===== src/rtl/deblocking_edge_segment_filter_assert.svh =====
// Assertion macros shared by the deblocking edge segment filter RTL.
`ifndef DEBLOCKING_EDGE_SEGMENT_FILTER_ASSERT_SVH
`define DEBLOCKING_EDGE_SEGMENT_FILTER_ASSERT_SVH
`ifndef SYNTHESIS
`define DESF_ASSERT(lbl, prop, msg) \
  lbl: assert property (@(posedge clk_i) disable iff (!rst_ni) prop) else $error(msg);
`define DESF_ASSERT_RST(lbl, prop, msg) \
  lbl: assert property (@(posedge clk_i) prop) else $error(msg);
`else
`define DESF_ASSERT(lbl, prop, msg)
`define DESF_ASSERT_RST(lbl, prop, msg)
`endif
`endif


===== src/rtl/desf_pkg.sv =====
// Types, constants and helper functions of the deblocking edge segment filter.
package desf_pkg;

  localparam int NumLines  = 4;
  localparam int PixW      = 8;
  localparam int LineInW   = 6 * PixW;
  localparam int LineOutW  = 4 * PixW;
  localparam int MaskW     = NumLines;
  localparam int BetaW     = 7;
  localparam int TcW       = 5;
  localparam int CfgIdxW   = 2;
  localparam int CfgDataW  = BetaW;
  localparam int InDataW   = NumLines * LineInW;
  localparam int OutBitsW  = NumLines * LineOutW + MaskW;
  localparam int OutDataW  = ((OutBitsW + 7) / 8) * 8;

  // Filter tap weights and rounding offsets.
  localparam int LumaTapInner  = 9;
  localparam int LumaTapOuter  = 3;
  localparam int LumaRound     = 8;
  localparam int ChromaRound   = 4;
  localparam int EdgeTcScale   = 10;

  typedef enum logic [CfgIdxW-1:0] {
    CFG_BETA   = 2'd0,
    CFG_TC     = 2'd1,
    CFG_CHROMA = 2'd2
  } cfg_idx_e;

  // Segment decision from the activity test on lines 0 and 3.
  typedef struct packed {
    logic act_ok;
    logic ep;
    logic eq;
  } desf_act_t;

  // Per-segment control handed to every lane for its second stage.
  typedef struct packed {
    logic      on;
    logic      chroma;
    desf_act_t act;
  } desf_ctrl_t;

  function automatic logic [PixW-1:0] clamp_pix(input logic signed [11:0] v);
    logic [PixW-1:0] r;
    if (v < 0) begin
      r = '0;
    end else if (v > 12'sd255) begin
      r = '1;
    end else begin
      r = v[PixW-1:0];
    end
    return r;
  endfunction

  function automatic logic signed [11:0] clip_sym(input logic signed [11:0] v,
                                                  input logic [TcW-1:0] lim);
    logic signed [11:0] l;
    logic signed [11:0] r;
    l = $signed({7'd0, lim});
    if (v > l) begin
      r = l;
    end else if (v < -l) begin
      r = -l;
    end else begin
      r = v;
    end
    return r;
  endfunction

endpackage


===== src/rtl/desf_act.sv =====
// Second-difference activity test of a segment on lines 0 and 3.
module desf_act
  import desf_pkg::*;
(
  input  logic [LineInW-1:0] line0_i,
  input  logic [LineInW-1:0] line3_i,
  input  logic [BetaW-1:0]   beta_i,
  output desf_act_t          act_o
);

  // Absolute second difference a - 2b + c of three pixels.
  function automatic logic [9:0] sec_diff(input logic [PixW-1:0] a,
                                          input logic [PixW-1:0] b,
                                          input logic [PixW-1:0] c);
    logic signed [10:0] s;
    s = $signed({3'd0, a}) - $signed({2'd0, b, 1'b0}) + $signed({3'd0, c});
    return s < 0 ? 10'(-s) : 10'(s);
  endfunction

  logic [9:0]  dp0, dq0, dp3, dq3;
  logic [10:0] sum_p, sum_q;
  logic [11:0] sum_all;
  logic [4:0]  side;
  logic [7:0]  beta_ext;

  always_comb begin
    dp0      = sec_diff(line0_i[47:40], line0_i[39:32], line0_i[31:24]);
    dq0      = sec_diff(line0_i[7:0],   line0_i[15:8],  line0_i[23:16]);
    dp3      = sec_diff(line3_i[47:40], line3_i[39:32], line3_i[31:24]);
    dq3      = sec_diff(line3_i[7:0],   line3_i[15:8],  line3_i[23:16]);
    sum_p    = {1'b0, dp0} + {1'b0, dp3};
    sum_q    = {1'b0, dq0} + {1'b0, dq3};
    sum_all  = {1'b0, sum_p} + {1'b0, sum_q};
    beta_ext = {1'b0, beta_i} + {2'b0, beta_i[BetaW-1:1]};
    side     = beta_ext[7:3];
    act_o.act_ok = sum_all < {5'd0, beta_i};
    act_o.ep     = sum_p < {6'd0, side};
    act_o.eq     = sum_q < {6'd0, side};
  end

endmodule


===== src/rtl/desf_lane.sv =====
// One line of the segment: delta computation, then clipped pixel corrections.
module desf_lane
  import desf_pkg::*;
(
  input  logic                clk_i,
  input  logic                en_i,
  input  logic [LineInW-1:0]  line_i,
  input  logic [TcW-1:0]      tc_i,
  input  logic                chroma_i,
  input  desf_ctrl_t          ctrl_i,
  output logic [LineOutW-1:0] line_o,
  output logic                changed_o
);

  logic [PixW-1:0] p2, p1, p0, q0, q1, q2;
  logic signed [12:0] dqp, dpq1, sum_chroma, sum_luma, sum_sel;
  logic signed [9:0]  d_raw;
  logic [8:0]         d_abs;
  logic [8:0]         tc_edge;
  logic [8:0]         avg_p, avg_q;
  logic signed [9:0]  side_p, side_q;

  logic [PixW-1:0]   p1_q, p0_q, q0_q, q1_q;
  logic signed [9:0] d_q, side_p_q, side_q_q;
  logic              big_q;

  logic signed [11:0] dc, adj_p, adj_q;
  logic [PixW-1:0]    p1n, p0n, q0n, q1n;
  logic               filt;

  // First stage: raw delta, edge test and side averages.
  always_comb begin
    {p2, p1, p0, q0, q1, q2} = line_i;
    dqp        = $signed({5'd0, q0}) - $signed({5'd0, p0});
    dpq1       = $signed({5'd0, p1}) - $signed({5'd0, q1});
    sum_chroma = (dqp <<< 2) + dpq1 + 13'(ChromaRound);
    sum_luma   = 13'(LumaTapInner) * dqp + 13'(LumaTapOuter) * dpq1 + 13'(LumaRound);
    sum_sel    = chroma_i ? (sum_chroma >>> 3) : (sum_luma >>> 4);
    d_raw      = sum_sel[9:0];
    d_abs      = d_raw < 0 ? 9'(-d_raw) : 9'(d_raw);
    tc_edge    = 9'(tc_i * 9'(EdgeTcScale));
    avg_p      = ({1'b0, p2} + {1'b0, p0} + 9'd1) >> 1;
    avg_q      = ({1'b0, q2} + {1'b0, q0} + 9'd1) >> 1;
    side_p     = $signed({2'd0, avg_p[7:0]}) - $signed({2'd0, p1});
    side_q     = $signed({2'd0, avg_q[7:0]}) - $signed({2'd0, q1});
  end

  always_ff @(posedge clk_i) begin
    if (en_i) begin
      p1_q     <= p1;
      p0_q     <= p0;
      q0_q     <= q0;
      q1_q     <= q1;
      d_q      <= d_raw;
      big_q    <= d_abs >= tc_edge;
      side_p_q <= side_p;
      side_q_q <= side_q;
    end
  end

  // Second stage: clip the delta and apply it to the inner pixels.
  always_comb begin
    dc    = clip_sym(12'(d_q), tc_i);
    p0n   = clamp_pix($signed({4'd0, p0_q}) + dc);
    q0n   = clamp_pix($signed({4'd0, q0_q}) - dc);
    adj_p = clip_sym((12'(side_p_q) + dc) >>> 1, {1'b0, tc_i[TcW-1:1]});
    adj_q = clip_sym((12'(side_q_q) - dc) >>> 1, {1'b0, tc_i[TcW-1:1]});
    p1n   = clamp_pix($signed({4'd0, p1_q}) + adj_p);
    q1n   = clamp_pix($signed({4'd0, q1_q}) + adj_q);
    filt  = ctrl_i.on && (ctrl_i.chroma || (ctrl_i.act.act_ok && !big_q));
    line_o    = {p1_q, p0_q, q0_q, q1_q};
    changed_o = filt;
    if (filt) begin
      line_o[23:16] = p0n;
      line_o[15:8]  = q0n;
      if (!ctrl_i.chroma && ctrl_i.act.ep) begin
        line_o[31:24] = p1n;
      end
      if (!ctrl_i.chroma && ctrl_i.act.eq) begin
        line_o[7:0] = q1n;
      end
    end
  end

endmodule


===== src/rtl/deblocking_edge_segment_filter.sv =====
// Top level of the deblocking edge segment filter: config, lanes and output register.
//
//   Channel   Direction  Transfer when              Contents
//   s_axis    in         tvalid_i && tready_o       four lines of six pixels
//   m_axis    out        tvalid_o && tready_i       four filtered lines, changed mask
//   cfg       in         cfg_we_i                   beta, tc, chroma mode
//
// One segment is taken per clock cycle while the output is not stalled. A segment
// is registered first in the lane delta stage, then, through the correction stage,
// in the output register, from which it transfers out. The rate is set by this
// two-register pipeline, one lane per line working side by side.
// Reset clears the configuration registers to zero and empties the pipeline.
// A stall on the output freezes both stages; input is still taken while the
// first stage is empty or moves forward into a free output register.
`include "deblocking_edge_segment_filter_assert.svh"
module deblocking_edge_segment_filter
  import desf_pkg::*;
(
  input  logic                clk_i,
  input  logic                rst_ni,
  // Fields from bit 0 up: line_zero, line_one, line_two, line_three.
  input  logic [InDataW-1:0]  s_axis_tdata_i,
  input  logic                s_axis_tvalid_i,
  output logic                s_axis_tready_o,
  // Fields from bit 0 up: out_line_zero, out_line_one, out_line_two,
  // out_line_three, changed_mask, then zero fill.
  output logic [OutDataW-1:0] m_axis_tdata_o,
  output logic                m_axis_tvalid_o,
  input  logic                m_axis_tready_i,
  input  logic                cfg_we_i,
  input  logic [CfgIdxW-1:0]  cfg_idx_i,
  input  logic [CfgDataW-1:0] cfg_data_i
);

  logic [BetaW-1:0] beta_q;
  logic [TcW-1:0]   tc_q;
  logic             chroma_q;

  // Configuration writes; an index outside the register list is dropped.
  always_ff @(posedge clk_i or negedge rst_ni) begin
    if (!rst_ni) begin
      beta_q   <= '0;
      tc_q     <= '0;
      chroma_q <= 1'b0;
    end else if (cfg_we_i) begin
      case (cfg_idx_e'(cfg_idx_i))
        CFG_BETA:   beta_q   <= cfg_data_i[BetaW-1:0];
        CFG_TC:     tc_q     <= cfg_data_i[TcW-1:0];
        CFG_CHROMA: chroma_q <= cfg_data_i[0];
        default: ;
      endcase
    end
  end

  // Pipeline control. The output register advances whenever it is empty or
  // being taken; the first stage advances whenever it is empty or can move on.
  logic v1_q, m_valid_q;
  logic adv2, en1, load1;

  assign adv2            = !m_valid_q || m_axis_tready_i;
  assign en1             = !v1_q || adv2;
  assign load1           = en1 && s_axis_tvalid_i;
  assign s_axis_tready_o = en1;
  assign m_axis_tvalid_o = m_valid_q;

  always_ff @(posedge clk_i or negedge rst_ni) begin
    if (!rst_ni) begin
      v1_q      <= 1'b0;
      m_valid_q <= 1'b0;
    end else begin
      if (en1) begin
        v1_q <= s_axis_tvalid_i;
      end
      if (adv2) begin
        m_valid_q <= v1_q;
      end
    end
  end

  // Segment-wide decision, registered alongside the lanes' first stage.
  logic [LineInW-1:0] lines [NumLines];
  desf_act_t          act;
  desf_ctrl_t         ctrl1_q;

  always_comb begin
    for (int l = 0; l < NumLines; l++) begin
      lines[l] = s_axis_tdata_i[l*LineInW +: LineInW];
    end
  end

  desf_act u_act (
    .line0_i (lines[0]),
    .line3_i (lines[NumLines-1]),
    .beta_i  (beta_q),
    .act_o   (act)
  );

  always_ff @(posedge clk_i) begin
    if (load1) begin
      ctrl1_q.on     <= (beta_q != '0) && (tc_q != '0);
      ctrl1_q.chroma <= chroma_q;
      ctrl1_q.act    <= act;
    end
  end

  // One lane per line of the segment.
  logic [LineOutW-1:0] lane_out [NumLines];
  logic [MaskW-1:0]    lane_chg;

  for (genvar g = 0; g < NumLines; g++) begin : g_lane
    desf_lane u_lane (
      .clk_i     (clk_i),
      .en_i      (load1),
      .line_i    (lines[g]),
      .tc_i      (tc_q),
      .chroma_i  (chroma_q),
      .ctrl_i    (ctrl1_q),
      .line_o    (lane_out[g]),
      .changed_o (lane_chg[g])
    );
  end

  // Merge the lane results into the output register.
  logic [OutBitsW-1:0] merged;
  logic [OutBitsW-1:0] out_q;

  always_comb begin
    merged[OutBitsW-1 -: MaskW] = lane_chg;
    for (int l = 0; l < NumLines; l++) begin
      merged[l*LineOutW +: LineOutW] = lane_out[l];
    end
  end

  always_ff @(posedge clk_i) begin
    if (adv2 && v1_q) begin
      out_q <= merged;
    end
  end

  assign m_axis_tdata_o = {{(OutDataW-OutBitsW){1'b0}}, out_q};

  `DESF_ASSERT(a_stall_holds_input, (v1_q && m_valid_q && !m_axis_tready_i) |-> !s_axis_tready_o, "input taken while pipeline is full and stalled")
  `DESF_ASSERT(a_stage_drains, (v1_q && adv2) |=> m_valid_q, "segment lost between lane stage and output register")
  `DESF_ASSERT(a_out_has_source, $rose(m_valid_q) |-> $past(v1_q), "output became valid with no segment in the lane stage")
  `DESF_ASSERT_RST(a_reset_empty, !rst_ni |=> (!m_axis_tvalid_o && !v1_q), "pipeline not empty after a reset cycle")

endmodule


===== config.mk =====
export PLATFORM = sky130hd
export DESIGN_NAME = deblocking_edge_segment_filter
export DESIGN_NICKNAME = d
export VERILOG_FILES = /design/src/rtl/desf_pkg.sv /design/src/rtl/desf_act.sv /design/src/rtl/desf_lane.sv /design/src/rtl/deblocking_edge_segment_filter.sv
export VERILOG_INCLUDE_DIRS = /design/src /design/src/rtl
export SDC_FILE = /design/constraint.sdc
export NUM_CORES = 2
export LEC_CHECK = 0
export BUFFER_PORTS_ARGS = -buffer_cell sky130_fd_sc_hd__buf_2
export CAP_MARGIN = 20
export CORE_UTILIZATION = 25
export DETAILED_ROUTE_END_ITERATION = 6
export HOLD_SLACK_MARGIN = 0.03
export PLACE_DENSITY = 0.43
export SKIP_CTS_REPAIR_TIMING = 1
export SLEW_MARGIN = 20
export SYNTH_ARGS = -nofsm -noshare
export SYNTH_HDL_FRONTEND = slang
export SYNTH_SLANG_ARGS = --single-unit

===== constraint.sdc =====
create_clock -name clk_i -period 9.67 [get_ports clk_i]
set_clock_uncertainty 0.15 [all_clocks]
set_input_delay 0 -clock clk_i [delete_from_list [all_inputs] [get_ports clk_i]]
set_output_delay 0 -clock clk_i [all_outputs]
set_load 0.03 [all_outputs]

==> results.md <==
* Row count at 165
* Gr usage total at around 17%
* Die W at around 450 µm
* Top post-synthesis cells by area: edfxtp_1, ha_1, xnor2_1
* Area grow syn2layout at 24.09%
* Detail Route Antenna Nets at 0
* Crit path max-delay family: compound AO/OA/AOI/OAI gates
* Worst setup slack after layout at 0.3392 ns
* Multi-input gate area at around 0.037 mm²
* Sink Count at 396
* Setup tns final at 0 ns
* Endpoints failing setup at 0
* H-tree levels at 2
* FF+latch count, synth at roughly 400
* Non-Filler Instances at 9214
* Die area at just over 0.2 mm²
* FMAX at 0.1072 GHz
* Drt pass-1 iters at 7
* Synth top cells by count: ha_1, inv_1, a21oi_1
* Area fraction of the dominant cell type after synthesis at 22.51%
* Top Ports at 344
* Count leader, synth: ha_1
* # fillers at 21231
* Final Critical Period at 9.331 ns
* Post-synth top flop: edfxtp_1
* Clk pin slew, worst setup/hold paths at 0.06 ns
* Post-synth EDFFs at around 380
* Number of global-route vias before repair at approximately 42000
* First-pass GRT wire length at 269300 µm
* Share of cells above drive strength 1 at between 10% and 20%
* CTS tree: done
* Antenna violations before repair at 14
* Largest net degree at the start of global routing at 62
* Hold Violations, Final at 1
* Placer Congestion at 0.9071
* Net count, final at 7711
* Worst EP required at between 9 and 10 ns
* Syn_area_per_cell at roughly 9 µm²
* Post-route DRC at 0
* Buffers on Ports at around 340
* Final Slew Violations at 0
* Worst path max stage delay at 0.51 ns
* YS warnings at 0
* Reg2reg setup slack at around 0.34 ns
* DIE HEIGHT at between 400 and 500 µm
* Placed cells at roughly 8800
* Detailed-route via count at ~44000
* Max cap viols at 0
* Type of origin of the critical path: flop
* CP max stage cell: or4b_4
* Drt wl/cell at 20.46 µm
* Register area share after synthesis at 23.25%
* Crit path DAT at approximately 9.6 ns
* Normalized max-slew margin at a little under a tenth
* Post-synth design cell area at ~0.051 mm²
* Failing checks: negative hold slack
* Vias per cell at a little under 5
* Share of synthesized registers carrying an async set or reset at under 10%
* Worst hold path type: in -> reg
* CTS buffer count at between 50 and 60
* Register area at 0.01182 mm²
* Synth Instances at around 5700
* Initial Util at around 25%
* Status: finished, violations left
* Grt total ovfl at 0
* DP HPWL at 151300 µm
* Critical path class: reg -> reg
* Worst-skew pair later-pin latency at between 0.7 and 0.8 ns
* DRT iter0 DRCs at about 2500
* Min Hold Slack at -0.008326 ns
* Clk root buf: clkbuf_16
* Unique cell type count in the Yosys netlist at 117
* Endpoint type of the worst setup path: flop
* Fin crit share at a little over nine tenths
* Slew @ Worst Pin at 1.356 ns
* Cell accounting for the most synthesized area: edfxtp_1
* Routed WL at approximately 190000 µm
* Worst-path fanout max at 11
* DP Worst Slack at -0.3922 ns
* Core Area at 0.2021 mm²
* Most used cell, CP: o21a_1
* Worst-case clock buffer depth at 3
* Critical path buffer and inverter count at 5
==> flip-flops by register name, summed over array words and instances, names as in the netlist, 32 cells and up <==
name	count
out_q	132
g_lane.u_lane.q1_q	32
g_lane.u_lane.side_q_q	36
g_lane.u_lane.p1_q	32
g_lane.u_lane.q0_q	32
g_lane.u_lane.p0_q	32
g_lane.u_lane.side_p_q	36
g_lane.u_lane.d_q	40
==> final cells by class <==
| class | instances | share of cell area (%) |
|---|---|---|
| inverters | 632 | 3.801 |
| diodes | 3 | 0.01190 |
| clock buffers | 67 | 2.355 |
| multi-input cells | 4533 | 58.74 |
| well taps | 2672 | 5.300 |
| clock inverters | 42 | 0.7836 |
| flip-flops and latches | 396 | 18.74 |
| repair buffers | 869 | 10.27 |
==> cells by family after synthesis <==
group	count (synthesis)	synth area share, %
fa+ha+maj	1047	27.16
buf+inv	725	5.497
mux	65	1.339
compound gates	1653	21.94
flops	396	23.25
other cells	1	0.007378
xor+xnor	530	9.133
simple gates	1234	11.68
==> stage by stage <==
| stage | cell area (µm²) | utilization [%] | hold slack (ns) |
|---|---|---|---|
| finish | 63070 | 31.21 | -0.008326 |
| CTS | 59000 | 29.19 | -0.9931 |
| global route | 63070 | 31.21 | 0.03257 |
| detailed placement | 57020 | 28.21 | -0.1679 |
| floorplan | 50910 | - | -0.4456 |
| global placement | 57020 | 28.21 | -0.1734 |
==> cell usage in the layout, fill, tap and decap left out, types with 18 or more instances in the layout <==
| cell type | netlist | routed |
|---|---|---|
| nor2_1 | 357 | 353 |
| ha_1 | 911 | 903 |
| a21oi_1 | 418 | 390 |
| or3_1 | 28 | 28 |
| o221a_2 | 19 | 18 |
| nand4_1 | 25 | 25 |
| and3_1 | 30 | 29 |
| and2_1 | 37 | 34 |
| buf_2 | 4 | 339 |
| o31ai_1 | 34 | 29 |
| or2_2 | 18 | 18 |
| a21o_1 | 217 | 217 |
| nand3_1 | 63 | 63 |
| o21bai_1 | 132 | 132 |
| a211oi_1 | 43 | 37 |
| nand2_1 | 322 | 317 |
| xor2_1 | 160 | 155 |
| inv_1 | 621 | 619 |
| dlygate4sd3_1 | 0 | 307 |
| nand2b_1 | 88 | 86 |
| a31oi_1 | 54 | 50 |
| mux2i_1 | 45 | 42 |
| clkbuf_16 | 0 | 58 |
| a31o_2 | 22 | 22 |
| a21oi_2 | 1 | 29 |
| maj3_1 | 30 | 29 |
| buf_4 | 8 | 216 |
| mux2_2 | 18 | 18 |
| o21ai_0 | 294 | 270 |
| edfxtp_1 | 381 | 381 |
| nor2b_1 | 112 | 111 |
| o21a_1 | 86 | 84 |
| o211ai_1 | 29 | 29 |
| o21ai_1 | 32 | 40 |
| xnor2_1 | 370 | 361 |
| fa_1 | 104 | 104 |
| nor3_1 | 91 | 89 |
==> worst min-delay path: cells and delay by family <==
kind | cells | cell delay (ns)
xor gates and xnor gates | 2 | 0.25
adders and majority gates | 2 | 0.34
buffers and inverters | 1 | 0.08
==> path summary, 6_finish.rpt <==
kind                                          start                                     end  cells after the start
worst max-delay path            tc_q[2]$_DFFE_PN0P_                      out_q[7]$_DFFE_PP_                     44
worst min-delay path             s_axis_tdata_i[91]  g_lane[1].u_lane.side_p_q[2]$_DFFE_PP_                      5
worst max register to register  tc_q[2]$_DFFE_PN0P_                      out_q[7]$_DFFE_PP_                     44
worst min register to register     v1_q$_DFFE_PN0N_             m_axis_tvalid_o$_DFFE_PN0P_                      1
max in group asynchronous                    rst_ni                     tc_q[1]$_DFFE_PN0P_                      3
min in group asynchronous                    rst_ni                        v1_q$_DFFE_PN0N_                      3
==> metal layers <==
| metal | GRT usage (%) | routed length (µm) | vias up |
|---|---|---|---|
| li1 | - | - | 22194 |
| met1 | 23.17 | 88170 | 21117 |
| met3 | 2.012 | 6638 | 155 |
| met4 | 3.596 | 3586 | 2 |
| met2 | 30.06 | 90110 | 820 |
| met5 | 0 | 7 | - |
Power is left out: the tool's default activity adds up to more than one toggle a clock period on the data nets, which glitch-free logic cannot reach.
